`src/rtl/core/pwcr_pkg.sv`:
```
// shared types and constants of the pulse-width card reader
package pwcr_pkg;

    localparam int FRAME_BITS_DEF = 23;
    localparam int MEMBER_CNT = 6;
    localparam int MEMBER_W = 10;
    localparam int HOLD_W = 8;
    localparam int NUM_W = 11;
    localparam int STAMP_W = 16;
    localparam int COUNT_W = 16;
    localparam int SKIP_W = 3;
    localparam int CFG_IDX_W = 3;
    localparam int CFG_DATA_W = 10;

    localparam logic [SKIP_W-1:0] SKIP_AT_RESET = 3'd2;
    localparam logic [SKIP_W-1:0] SKIP_AFTER_CARD = 3'd4;
    localparam logic [HOLD_W-1:0] LED_HOLD_RESET = 8'd15;

    // entry 0 is member_a
    localparam logic [MEMBER_CNT-1:0][MEMBER_W-1:0] MEMBER_RESET =
        {10'd531, 10'd123, 10'd97, 10'd642, 10'd456, 10'd789};

    localparam logic ACT_EDGE = 1'b0;
    localparam logic ACT_TICK = 1'b1;

    typedef enum logic [CFG_IDX_W-1:0] {
        CFG_MEMBER_A = 3'd0,
        CFG_MEMBER_B = 3'd1,
        CFG_MEMBER_C = 3'd2,
        CFG_MEMBER_D = 3'd3,
        CFG_MEMBER_E = 3'd4,
        CFG_MEMBER_F = 3'd5,
        CFG_LED_HOLD = 3'd6
    } t_cfg_idx;

    typedef struct packed {
        logic               action;
        logic [STAMP_W-1:0] capture_time;
    } t_in_beat;

    typedef struct packed {
        logic               led_lit;
        logic [COUNT_W-1:0] person_count;
        logic               card_done;
        logic               card_accepted;
        logic [NUM_W-1:0]   card_number;
    } t_out_beat;

    typedef struct packed {
        logic             done;
        logic [NUM_W-1:0] number;
    } t_frame_evt;

endpackage

```
`src/rtl/core/pwcr_frame.sv`:
```
// edge timing, bit classification and frame assembly
module pwcr_frame import pwcr_pkg::*; #(
    parameter int FRAME_BITS = FRAME_BITS_DEF
) (
    input  logic       i_clk,
    input  logic       i_rst_n,
    input  logic       i_step,
    input  t_in_beat   i_beat,
    output t_frame_evt o_evt
);

    localparam int IDX_W = $clog2(FRAME_BITS);
    localparam int CNT_W = $clog2(FRAME_BITS + 1);

    logic [SKIP_W-1:0]     r_skip, n_skip;
    logic                  r_expect, n_expect;
    logic                  r_first, n_first;
    logic [STAMP_W-1:0]    r_fall, n_fall;
    logic [STAMP_W-1:0]    r_rise, n_rise;
    logic [STAMP_W-1:0]    r_low, n_low;
    logic [IDX_W-1:0]      r_idx, n_idx;
    logic [FRAME_BITS-1:0] r_bits, n_bits;

    logic [STAMP_W-1:0]    w_high;
    logic [20:0]           w_high21;
    logic [20:0]           w_low10;
    logic                  w_one;
    logic                  w_sync;
    logic [CNT_W-1:0]      w_cnt;
    logic                  w_last;
    logic [FRAME_BITS-1:0] w_bits;
    logic [3:0]            w_d0, w_d1, w_d2;
    logic [NUM_W-1:0]      w_num;
    logic                  w_done;

    assign w_high   = i_beat.capture_time - r_rise;
    assign w_high21 = 21'(w_high) * 21'd21;
    assign w_low10  = 21'(r_low) * 21'd10;
    assign w_one    = w_high21 > w_low10;
    assign w_sync   = !w_one && ({3'b000, r_low} > {w_high, 3'b000});
    assign w_cnt    = w_sync ? CNT_W'(1) : CNT_W'(r_idx) + CNT_W'(1);
    assign w_last   = w_cnt >= CNT_W'(FRAME_BITS);

    always_comb begin
        w_bits = r_bits;
        if (!w_sync) begin
            w_bits[r_idx] = w_one;
        end
    end

    assign w_d0  = {w_bits[8], w_bits[9], w_bits[10], w_bits[11]};
    assign w_d1  = {w_bits[12], w_bits[13], w_bits[14], w_bits[15]};
    assign w_d2  = {w_bits[16], w_bits[17], w_bits[18], w_bits[19]};
    assign w_num = NUM_W'(w_d0) * NUM_W'(100) + NUM_W'(w_d1) * NUM_W'(10) + NUM_W'(w_d2);

    always_comb begin
        n_skip   = r_skip;
        n_expect = r_expect;
        n_first  = r_first;
        n_fall   = r_fall;
        n_rise   = r_rise;
        n_low    = r_low;
        n_idx    = r_idx;
        n_bits   = r_bits;
        w_done   = 1'b0;
        if (i_step && i_beat.action == ACT_EDGE) begin
            if (r_skip != '0) begin
                n_skip = r_skip - SKIP_W'(1);
            end else if (r_expect) begin
                n_rise   = i_beat.capture_time;
                n_expect = 1'b0;
                n_first  = 1'b0;
                n_low    = i_beat.capture_time - r_fall;
            end else begin
                n_fall   = i_beat.capture_time;
                n_expect = 1'b1;
                if (!r_first) begin
                    n_bits = w_bits;
                    if (w_last) begin
                        w_done  = 1'b1;
                        n_first = 1'b1;
                        n_idx   = '0;
                        n_skip  = SKIP_AFTER_CARD;
                    end else begin
                        n_idx = IDX_W'(w_cnt);
                    end
                end
            end
        end
    end

    assign o_evt.done   = w_done;
    assign o_evt.number = w_num;

    always_ff @(posedge i_clk) begin
        if (!i_rst_n) begin
            r_skip   <= SKIP_AT_RESET;
            r_expect <= 1'b0;
            r_first  <= 1'b1;
            r_fall   <= '0;
            r_rise   <= '0;
            r_low    <= '0;
            r_idx    <= '0;
        end else begin
            r_skip   <= n_skip;
            r_expect <= n_expect;
            r_first  <= n_first;
            r_fall   <= n_fall;
            r_rise   <= n_rise;
            r_low    <= n_low;
            r_idx    <= n_idx;
        end
    end

    always_ff @(posedge i_clk) begin
        r_bits <= n_bits;
    end

endmodule

```
`src/rtl/core/pwcr_access.sv`:
```
// member registers, card match, led hold timer and person count
module pwcr_access import pwcr_pkg::*; (
    input  logic                  i_clk,
    input  logic                  i_rst_n,
    input  logic                  i_cfg_valid,
    input  logic [CFG_IDX_W-1:0]  i_cfg_index,
    input  logic [CFG_DATA_W-1:0] i_cfg_data,
    input  logic                  i_step,
    input  logic                  i_tick,
    input  t_frame_evt            i_evt,
    output logic                  o_led,
    output logic [COUNT_W-1:0]    o_count,
    output logic [NUM_W-1:0]      o_number,
    output logic                  o_match
);

    logic [MEMBER_W-1:0] r_member [MEMBER_CNT];
    logic [HOLD_W-1:0]   r_hold_cfg;

    logic                r_led, n_led;
    logic [HOLD_W-1:0]   r_hold, n_hold;
    logic [COUNT_W-1:0]  r_count, n_count;
    logic [NUM_W-1:0]    r_number, n_number;

    logic [HOLD_W-1:0]   w_hold_dec;
    logic                w_match;

    always_comb begin
        w_match = 1'b0;
        for (int i = 0; i < MEMBER_CNT; i++) begin
            if ({1'b0, r_member[i]} == i_evt.number) begin
                w_match = 1'b1;
            end
        end
    end

    assign w_hold_dec = r_hold - HOLD_W'(1);

    always_comb begin
        n_led    = r_led;
        n_hold   = r_hold;
        n_count  = r_count;
        n_number = r_number;
        if (i_step) begin
            if (i_tick) begin
                if (r_led) begin
                    if (w_hold_dec == '0) begin
                        n_led  = 1'b0;
                        n_hold = r_hold_cfg;
                    end else begin
                        n_hold = w_hold_dec;
                    end
                end
            end else if (i_evt.done) begin
                n_number = i_evt.number;
                if (w_match) begin
                    n_led   = 1'b1;
                    n_count = r_count + COUNT_W'(1);
                end
            end
        end
    end

    always_ff @(posedge i_clk) begin
        if (!i_rst_n) begin
            r_led    <= 1'b0;
            r_hold   <= LED_HOLD_RESET;
            r_count  <= '0;
            r_number <= '0;
        end else begin
            r_led    <= n_led;
            r_hold   <= n_hold;
            r_count  <= n_count;
            r_number <= n_number;
        end
    end

    always_ff @(posedge i_clk) begin
        if (!i_rst_n) begin
            for (int i = 0; i < MEMBER_CNT; i++) begin
                r_member[i] <= MEMBER_RESET[i];
            end
            r_hold_cfg <= LED_HOLD_RESET;
        end else if (i_cfg_valid) begin
            case (t_cfg_idx'(i_cfg_index))
                CFG_MEMBER_A: r_member[0] <= i_cfg_data;
                CFG_MEMBER_B: r_member[1] <= i_cfg_data;
                CFG_MEMBER_C: r_member[2] <= i_cfg_data;
                CFG_MEMBER_D: r_member[3] <= i_cfg_data;
                CFG_MEMBER_E: r_member[4] <= i_cfg_data;
                CFG_MEMBER_F: r_member[5] <= i_cfg_data;
                CFG_LED_HOLD: r_hold_cfg  <= i_cfg_data[HOLD_W-1:0];
                default: ;
            endcase
        end
    end

    assign o_led    = r_led;
    assign o_count  = r_count;
    assign o_number = r_number;
    assign o_match  = w_match;

endmodule

```
`src/rtl/core/pulse_width_card_reader_unit.sv`:
```
// top level of the pulse-width card reader
// Each input beat is either a capture edge with a 16-bit timer stamp or a timer tick, and
// each produces exactly one output beat. A beat is held in the input register and
// is then decoded into the result register; a new beat is
// taken every cycle as long as results are drained; the frame decode, six member compares
// and hold counter all settle in that single stage. Configuration writes are taken every
// cycle and should only be issued while no beat is in flight.
module pulse_width_card_reader_unit import pwcr_pkg::*; #(
    parameter int FRAME_BITS = FRAME_BITS_DEF
) (
    input  logic                  i_clk,
    input  logic                  i_rst_n,
    input  logic                  i_in_valid,
    output logic                  o_in_ready,
    input  t_in_beat              i_in_data,
    output logic                  o_out_valid,
    input  logic                  i_out_ready,
    output t_out_beat             o_out_data,
    input  logic                  i_cfg_valid,
    output logic                  o_cfg_ready,
    input  logic [CFG_IDX_W-1:0]  i_cfg_index,
    input  logic [CFG_DATA_W-1:0] i_cfg_data
);

    logic         r_in_vld;
    t_in_beat     r_in;
    logic         r_out_vld;
    logic         r_done;
    logic         r_acc;

    logic         w_adv;
    logic         w_tick;
    t_frame_evt   w_evt;
    logic         w_led;
    logic [COUNT_W-1:0] w_count;
    logic [NUM_W-1:0]   w_number;
    logic         w_match;

    assign w_adv       = r_in_vld && (!r_out_vld || i_out_ready);
    assign o_in_ready  = !r_in_vld || w_adv;
    assign o_cfg_ready = 1'b1;
    assign w_tick      = r_in.action == ACT_TICK;

    always_ff @(posedge i_clk) begin
        if (!i_rst_n) begin
            r_in_vld  <= 1'b0;
            r_out_vld <= 1'b0;
        end else begin
            if (o_in_ready) begin
                r_in_vld <= i_in_valid;
            end
            if (w_adv) begin
                r_out_vld <= 1'b1;
            end else if (i_out_ready) begin
                r_out_vld <= 1'b0;
            end
        end
    end

    always_ff @(posedge i_clk) begin
        if (o_in_ready && i_in_valid) begin
            r_in <= i_in_data;
        end
        if (w_adv) begin
            r_done <= w_evt.done;
            r_acc  <= w_evt.done && w_match;
        end
    end

    pwcr_frame #(
        .FRAME_BITS(FRAME_BITS)
    ) u_frame (
        .i_clk   (i_clk),
        .i_rst_n (i_rst_n),
        .i_step  (w_adv),
        .i_beat  (r_in),
        .o_evt   (w_evt)
    );

    pwcr_access u_access (
        .i_clk       (i_clk),
        .i_rst_n     (i_rst_n),
        .i_cfg_valid (i_cfg_valid),
        .i_cfg_index (i_cfg_index),
        .i_cfg_data  (i_cfg_data),
        .i_step      (w_adv),
        .i_tick      (w_tick),
        .i_evt       (w_evt),
        .o_led       (w_led),
        .o_count     (w_count),
        .o_number    (w_number),
        .o_match     (w_match)
    );

    assign o_out_valid              = r_out_vld;
    assign o_out_data.led_lit       = w_led;
    assign o_out_data.person_count  = w_count;
    assign o_out_data.card_done     = r_done;
    assign o_out_data.card_accepted = r_acc;
    assign o_out_data.card_number   = w_number;

`ifndef SYNTH
    a_acc_needs_done: assert property (@(posedge i_clk) disable iff (!i_rst_n)
        r_out_vld && r_acc |-> r_done && w_led)
        else $error("accepted card without frame end or led");

    a_tick_no_card: assert property (@(posedge i_clk) disable iff (!i_rst_n)
        w_adv && w_tick |=> !r_done)
        else $error("tick completed a card");

    a_count_step: assert property (@(posedge i_clk) disable iff (!i_rst_n)
        w_adv |=> w_count == $past(w_count) + COUNT_W'(r_acc))
        else $error("person count out of step with accepted cards");

    a_count_hold: assert property (@(posedge i_clk) disable iff (!i_rst_n)
        !w_adv |=> $stable(w_count) && $stable(w_number))
        else $error("result state moved without a beat");
`endif

endmodule

```
`config.mk`:
```
export PLATFORM = sky130hd
export DESIGN_NAME = pulse_width_card_reader_unit
export DESIGN_NICKNAME = d
export VERILOG_FILES = /design/src/rtl/core/pwcr_pkg.sv /design/src/rtl/core/pwcr_frame.sv /design/src/rtl/core/pwcr_access.sv /design/src/rtl/core/pulse_width_card_reader_unit.sv
export SDC_FILE = /design/constraint.sdc
export NUM_CORES = 1
export LEC_CHECK = 0
export BUFFER_PORTS_ARGS = -buffer_cell sky130_fd_sc_hd__buf_2
export CORE_ASPECT_RATIO = 0.7
export CORE_MARGIN = 2
export CORE_UTILIZATION = 45
export CTS_BUF_LIST = sky130_fd_sc_hd__clkbuf_4
export CTS_CLUSTER_DIAMETER = 120
export CTS_CLUSTER_SIZE = 40
export DETAILED_ROUTE_END_ITERATION = 16
export SYNTH_ARGS = -nofsm -noshare
export SYNTH_HDL_FRONTEND = slang
export SYNTH_SLANG_ARGS = --single-unit
```
`constraint.sdc`:
```
create_clock -name i_clk -period 12.9 [get_ports i_clk]
set_input_delay 1.935 -clock i_clk [delete_from_list [all_inputs] [get_ports i_clk]]
set_output_delay 1.935 -clock i_clk [all_outputs]
set_load 0.02 [all_outputs]
```
==> Word level (Yosys, flattened, before mapping) <==
Memories as Yosys holds them, arrays and structs flattened.
Cells that the tools add are included.
{ "word_totals": {"word_cells": 155, "ram_bits": 60, "ff_bits": 146, "mem_count": 1, "output_inout_bits": 33} }
{ "memory_table": {"columns": ["name", "depth", "width", "rd", "rd_ports_with_merged_regs", "write_ports", "line_no", "rtl"], "rows": [
  ["u_access.r_member", 6, 10, 6, 0, 6, "pwcr_access.sv:17", "logic [MEMBER_W-1:0] r_member [MEMBER_CNT];"]
]} }
{ "op_classes": {"reduce_logical": 29, "mux": 63, "eq_ne": 14, "n_lt_le_gt_ge": 5, "n_mul": 4, "add_sub_neg": 8, "bitwise_logic": 11} }
{ "op_table": {"columns": ["operator", "count"], "rows": [
  ["10-bit by 11-bit equality test with 1-bit output", 6],
  ["10-bit 2-to-1 mux", 6],
  ["1-bit 2-to-1 mux", 47],
  ["16-bit subtractor", 2],
  ["23-bit bitwise mux", 1],
  ["21-bit by 20-bit greater-than comparator with 1-bit output", 1],
  ["16-bit by 5-bit multiplier with 21-bit output, second input constant", 1],
  ["20-bit 2-to-1 mux", 1],
  ["16-bit by 19-bit greater-than comparator with 1-bit output", 1],
  ["16-bit by 3-bit multiplier with 19-bit output, second input constant", 1],
  ["16-bit by 1-bit adder with 16-bit output, second input constant", 1],
  ["3-bit AND reduction", 5],
  ["3-bit 2-to-1 mux", 4],
  ["4-bit AND reduction", 3],
  ["11-bit by 4-bit adder with 11-bit output", 1],
  ["11-bit by 8-bit adder with 11-bit output", 1],
  ["5-bit 2-to-1 mux", 2],
  ["3-bit equality test, second input constant", 3],
  ["4-bit by 5-bit multiplier with 9-bit output, second input constant", 1],
  ["8-bit logical NOT", 1],
  ["8-bit 2-to-1 mux", 1],
  ["2-bit nonzero test", 4],
  ["8-bit by 1-bit subtractor with 8-bit output, second input constant", 1],
  ["4-bit by 3-bit multiplier with 7-bit output, second input constant", 1],
  ["other kinds (18)", 38]
]} }

==> Depth between registers and ports, before layout <==
{ "depth": {"depth_word": 19, "mapped_depth": 54, "ltp_nobuf": 50} }

==> By module <==
From an unflattened synthesis, not the netlist that was laid out.
{ "hier_totals": {"cells_unflattened": 1535, "hier_area_um2": 13978.4} }
{ "by_module_without_submodules": {"columns": ["module", "seq_area_each_um2", "cells_each", "area_each_um2", "instances"], "rows": [
  ["pwcr_frame", 1521.5, 995, 8056.5, 1],
  ["pwcr_access", 2682.6, 506, 5207.5, 1],
  ["pulse_width_card_reader_unit", 610.6, 34, 714.4, 1]
]} }

==> Least setup slack after synthesis <==
No wires, ideal clock.
{ "synth_timing": {"kind": "flip-flop to flip-flop", "start": "reg r_in[0] (netlist name)", "end": "reg u_access.r_count[8] (netlist: u_access.o_count[8])", "setup_time_ns": 0.070, "arrival_ns": 11.008, "path_stages_with_launch": 55, "path_buffers": 5, "setup_slack_ns": 1.822, "period_less_slack_ns": 11.078, "cell_sequence": "edfxtp_1 > inv_1 > ha_1 > inv_1 > fa_1 > a21o_1 > a21oi_1 > o21ai_0 > a21oi_1 > xnor2_1 > ha_1 > ha_1 > inv_1 > fa_1 > inv_1 > ha_1 > o21ai_0 > a21boi_0 > (+19 left out) > ha_1 > fa_1 > ha_1 > ha_1 > buf_2 > or2_1 > buf_2 > a21oi_1 > a31oi_1 > o21ai_1 > xor3_1 > or4_4 > a2bb2o_4 > nand4bb_1 > mux2i_1 > buf_2 > or4_1 > a21oi_1"} }
{ "synth_via": {"elab_chain_len": 17} }
{ "synth_rtl": {"columns": ["element", "line_no", "rtl"], "rows": [
  ["from (decl)", "pulse_width_card_reader_unit.sv:26", "t_in_beat r_in;"],
  ["from (signal assigned)", "pulse_width_card_reader_unit.sv:62", "r_in <= i_in_data;"],
  ["16-bit subtractor (*)", "pwcr_frame.sv:36", "assign w_high = i_beat.capture_time - r_rise;"],
  ["16-bit by 5-bit multiplier with 21-bit output", "pwcr_frame.sv:37", "assign w_high21 = 21'(w_high) * 21'd21;"],
  ["21-bit by 20-bit greater-than comparator with 1-bit output", "pwcr_frame.sv:39", "assign w_one = w_high21 > w_low10;"],
  ["1-bit logical NOT", "pwcr_frame.sv:40", "assign w_sync = !w_one && ({3'b000, r_low} > {w_high, 3'b000});"],
  ["1-bit logical AND", "pwcr_frame.sv:40", null],
  ["20-bit 2-to-1 mux (*)", "pwcr_frame.sv:46", "if (!w_sync) begin"],
  ["named net u_frame.w_bits[10]", "pwcr_frame.sv:31", "logic [FRAME_BITS-1:0] w_bits;"],
  ["4-bit by 5-bit multiplier with 9-bit output (*)", "pwcr_frame.sv:54", "assign w_num = NUM_W'(w_d0) * NUM_W'(100) + NUM_W'(w_d1) * NUM_W'(10) + NUM_W'(w_d2);"],
  ["11-bit by 8-bit adder with 11-bit output (*)", "pwcr_frame.sv:54", null],
  ["11-bit by 4-bit adder with 11-bit output (*)", "pwcr_frame.sv:54", null],
  ["10-bit by 11-bit equality test with 1-bit output", "pwcr_access.sv:31", "if ({1'b0, r_member[i]} == i_evt.number) begin"],
  ["1-bit 2-to-1 mux (5 in a row)", "pwcr_access.sv:31", null],
  ["1-bit 2-to-1 mux (*)", "pwcr_access.sv:31", null],
  ["4-bit AND reduction (no line) (*)", null, null],
  ["to (signal assigned)", "pwcr_access.sv:73", "r_count <= n_count;"],
  ["to (decl)", "pwcr_access.sv:22", "logic [COUNT_W-1:0] r_count, n_count;"]
]} }
The timed path passes the listed nets; every way through them passes the cells marked *.
A chain may end at the register's enable or synchronous reset.

==> Worst setup path after layout <==
{ "layout_timing": {"start": "reg r_in[0] (netlist name)", "end": "reg u_access.r_count[6] (netlist: u_access.o_count[6])"} }
Same word-level chain as after synthesis.

==> results.ini <==
[run_status]
status=finished clean

[synthesis]
synth_fp_nets=1830
async_flop_share_pct=0
ys_seq_area_share_pct=33.6
ys.flop_type=dfxtp_1
yosysUniqueCellTypes=85
ys_seq_elements=195
synth_cells=1606
yosysWarnings=0
synthesis.area_sq_um=14300
syn_avg_cell_area_sq_um=8.92
synth-edff-count=91

[layout]
multi_input_area_sq_um=8690
area_growth_pct=7.06
nFillCells=3046
fin_area_sq_um=15300
drive_above_1_share_pct=8.81
nets=1868
seq_area_sq_um=4810

[cts]
htreeDepth=4
clockBufferDepth=2
cts_buffers=17
cts-root-buf=clkbuf_4
cts.sinks=195
clock_latency_ns=0.66
cts_tree=built
clk_pin_slew_ns=0.17

[hold_path]
hp-class=flop to flop

[floorplan]
io_pins=68
start_util_pct=45.9
rows=54
die_y_um=153
core_sq_um=31200
die_w_um=217
die-area_sq_um=33300

[global_routing]
antenna_found_initial=1
grt_pass1_wl_um=59500
grt-ovfl-total=0
grt_max_degree=67
first_global_vias=10500
grt_use_total_pct=23.0

[job]
drv_cap=0

[detailed_routing]
avgViaCountPerCell=5.57
first_iter_violations=1082
route.detailed.drc=0
wl_met3_um=2930
met2WireLength_um=13800
highest_layer=met4
wirelength_um=37500
wl_met1_um=20500
firstDrtPassIters=6
routedWlPerCell_um=18.0
route.vias.total=11600
postRouteAntennaNets=0

[worst_setup_path]
critPathArrivalTime_ns=12.55
cp_slowest_cell=or4_4
cp-start-kind=flop
max_stage_delay_ns=0.53
worst_path_most_repeated_cell=ha_1
path_max_fanout=22
required_ns=13.47
end_kind=flop
crit_type=flop to flop

[timing]
slew_headroom_pct=21.4
tightest_slew_ns=1.17
hold_viol=0
max_freq_mhz=83.5
tns_ns=0
maxSlewViolCount=0
setup_viol=0
finalCriticalPeriod_ns=11.97
finClkSkew_ns=0.0280
setup_ws_ns=0.928
rsz0062_at_grt=false
period_share_pct=92.8

[placement]
dpl.hpwl_um=29200
place_ws_ns=0.481
place_congestion=0.928
numPortBuffers=66
place_area_sq_um=15000

[power]
ir_drop_uv=69.4
power.leakage_nw=6.20
power.density_nw_per_um2=109

final cells by class:
class | instances | share of cell area [%]
inverters | 155 | 3.80
clock buffers | 18 | 0.881
repair buffers | 83 | 2.99
diodes | 1 | 0.0163
flip-flops and latches | 195 | 31.4
multi-input cells | 1192 | 56.7
clock inverters | 14 | 0.800
well taps | 420 | 3.43
critical path: cells and delay by family (launching register included):
kind	cells	cell delay [ns]
flops	1	0.45
compound gates	21	3.97
simple gates	6	2.35
fa+ha+maj	12	3.79
buf+inv	5	0.43
xor+xnor	3	0.67
mux	1	0.21
cell usage after synthesis (4+ instances only):
| cell | count | share of area [%] |
|---|---|---|
| nor3b_1 | 5 | 0.26 |
| o21ai_0 | 57 | 2.0 |
| inv_1 | 154 | 4.0 |
| xnor3_1 | 4 | 0.63 |
| nand4b_1 | 4 | 0.24 |
| nand2b_1 | 33 | 1.4 |
| nand4_1 | 21 | 0.92 |
| edfxtp_1 | 91 | 19 |
| a22o_1 | 6 | 0.37 |
| a31oi_1 | 10 | 0.44 |
| buf_4 | 4 | 0.21 |
| dfxtp_1 | 104 | 15 |
| a21o_1 | 20 | 1.0 |
| nand3_1 | 40 | 1.4 |
| a21oi_1 | 136 | 4.8 |
| clkbuf_1 | 44 | 1.2 |
| o21a_1 | 7 | 0.37 |
| a211o_1 | 5 | 0.31 |
| o21ai_1 | 4 | 0.14 |
| or2_1 | 5 | 0.22 |
| fa_1 | 18 | 2.5 |
| o2111ai_1 | 8 | 0.49 |
| nor2b_1 | 17 | 0.74 |
| buf_1 | 4 | 0.10 |
| o211ai_1 | 7 | 0.37 |
| nor2_1 | 70 | 1.8 |
| nor4b_1 | 6 | 0.37 |
| a211oi_1 | 12 | 0.63 |
| o21bai_1 | 4 | 0.21 |
| nand2_1 | 182 | 4.8 |
| nor3_1 | 28 | 0.98 |
| xor2_1 | 42 | 2.6 |
| nor4_1 | 16 | 0.70 |
| mux2i_1 | 14 | 0.98 |
| buf_2 | 12 | 0.42 |
| o311ai_0 | 4 | 0.24 |
| a32o_1 | 6 | 0.42 |
| or3_1 | 26 | 1.1 |
| and3_1 | 11 | 0.48 |
| o31ai_1 | 12 | 0.63 |
| or4_1 | 8 | 0.42 |
| or2_2 | 5 | 0.22 |
| ha_1 | 171 | 15 |
| and2_1 | 42 | 1.8 |
| xnor2_1 | 64 | 3.9 |
kinds of logic (layout without fill, tap and decap cells):
family | Yosys count | count (layout) | share of synthesized area [%]
buffers and inverters | 219 | 270 | 5.95
AND/OR/NAND/NOR | 530 | 530 | 18.8
XOR/XNOR | 114 | 114 | 7.67
adder cells (fa/ha/maj) | 189 | 189 | 17.5
other | 1 | 2 | 0.0262
AO/OA/AOI/OAI | 344 | 344 | 15.4
flip-flops | 195 | 195 | 33.6
multiplexers | 14 | 14 | 0.979
registers in the layout (all words and copies together), names as in the netlist, 3 cells and up:
signal               flops
u_frame.r_fall          16
r_in                    16
u_frame.r_bits          12
u_frame.r_rise          16
u_frame.r_skip           3
u_access.r_hold          8
u_access.r_hold_cfg      8
u_access.o_number       11
u_frame.r_low           16
u_access.r_member       60
u_access.o_count        16
u_frame.r_idx            5
worst paths after layout:
path / depth (start not counted) / slack [ns] / end / startpoint
setup / recovery: 48 / 0.93 / u_access.o_count[6] / r_in[0]
hold / removal: 2 / 0.46 / u_access.o_number[1] / u_access.o_number[1]
setup reg to reg: 48 / 0.93 / u_access.o_count[6] / r_in[0]
hold reg to reg: 2 / 0.46 / u_access.o_number[1] / u_access.o_number[1]
where the power goes:
group | switching (mW) | internal (mW)
sequential | 0.0160 | 0.666
clock | 0.242 | 0.0863
combinational | 0.382 | 0.276
metrics by stage:
stage,utilization (%),hold WS (ns),cells,power [mW]
after floorplan,-,0.436,1606,1.17
after global placement,48.1,0.442,2044,1.32
after detailed placement,48.1,0.447,2044,1.33
after CTS,49.0,0.467,2076,1.66
after global routing,49.1,0.486,2078,1.80
final,49.1,0.462,2078,1.67
placed cells by master (no fill, tap or decap), types with 6 or more instances in the layout:
cell	synthesis	routed
a31oi_1	10	10
clkbuf_4	0	18
o31ai_1	12	12
mux2i_1	14	13
nor4b_1	6	6
nand3_1	40	40
buf_2	12	66
nand2_1	182	182
nand2b_1	33	33
edfxtp_1	91	91
nor3_1	28	28
and2_1	42	42
xnor2_1	64	63
o21ai_0	57	56
and3_1	11	11
buf_4	4	17
inv_1	154	153
a22o_1	6	6
fa_1	18	18
or3_1	26	26
ha_1	171	170
nor4_1	16	16
a32o_1	6	6
nand4_1	21	21
a211oi_1	12	12
o2111ai_1	8	8
nor2b_1	17	17
or4_1	8	8
a21o_1	20	20
o211ai_1	7	7
dfxtp_1	104	104
o21a_1	7	7
xor2_1	42	42
nor2_1	70	69
a21oi_1	136	136
repair_timing:
item / CTS / global route
hold endpoints to repair: 0 / 0
endpoints found under the setup margin: 0 / 18
hold buffers: 0 / 0
gates resized for setup: 0 / 8
setup buffers: 0 / 1
routing by layer:
metal | GRT usage (%) | up-vias
met5 | 0 | -
li1 | - | 5762
met1 | 38.6 | 5475
met2 | 28.6 | 314
met3 | 5.25 | 25
met4 | 4.70 | 0
Power figures use the tool's default switching activity.
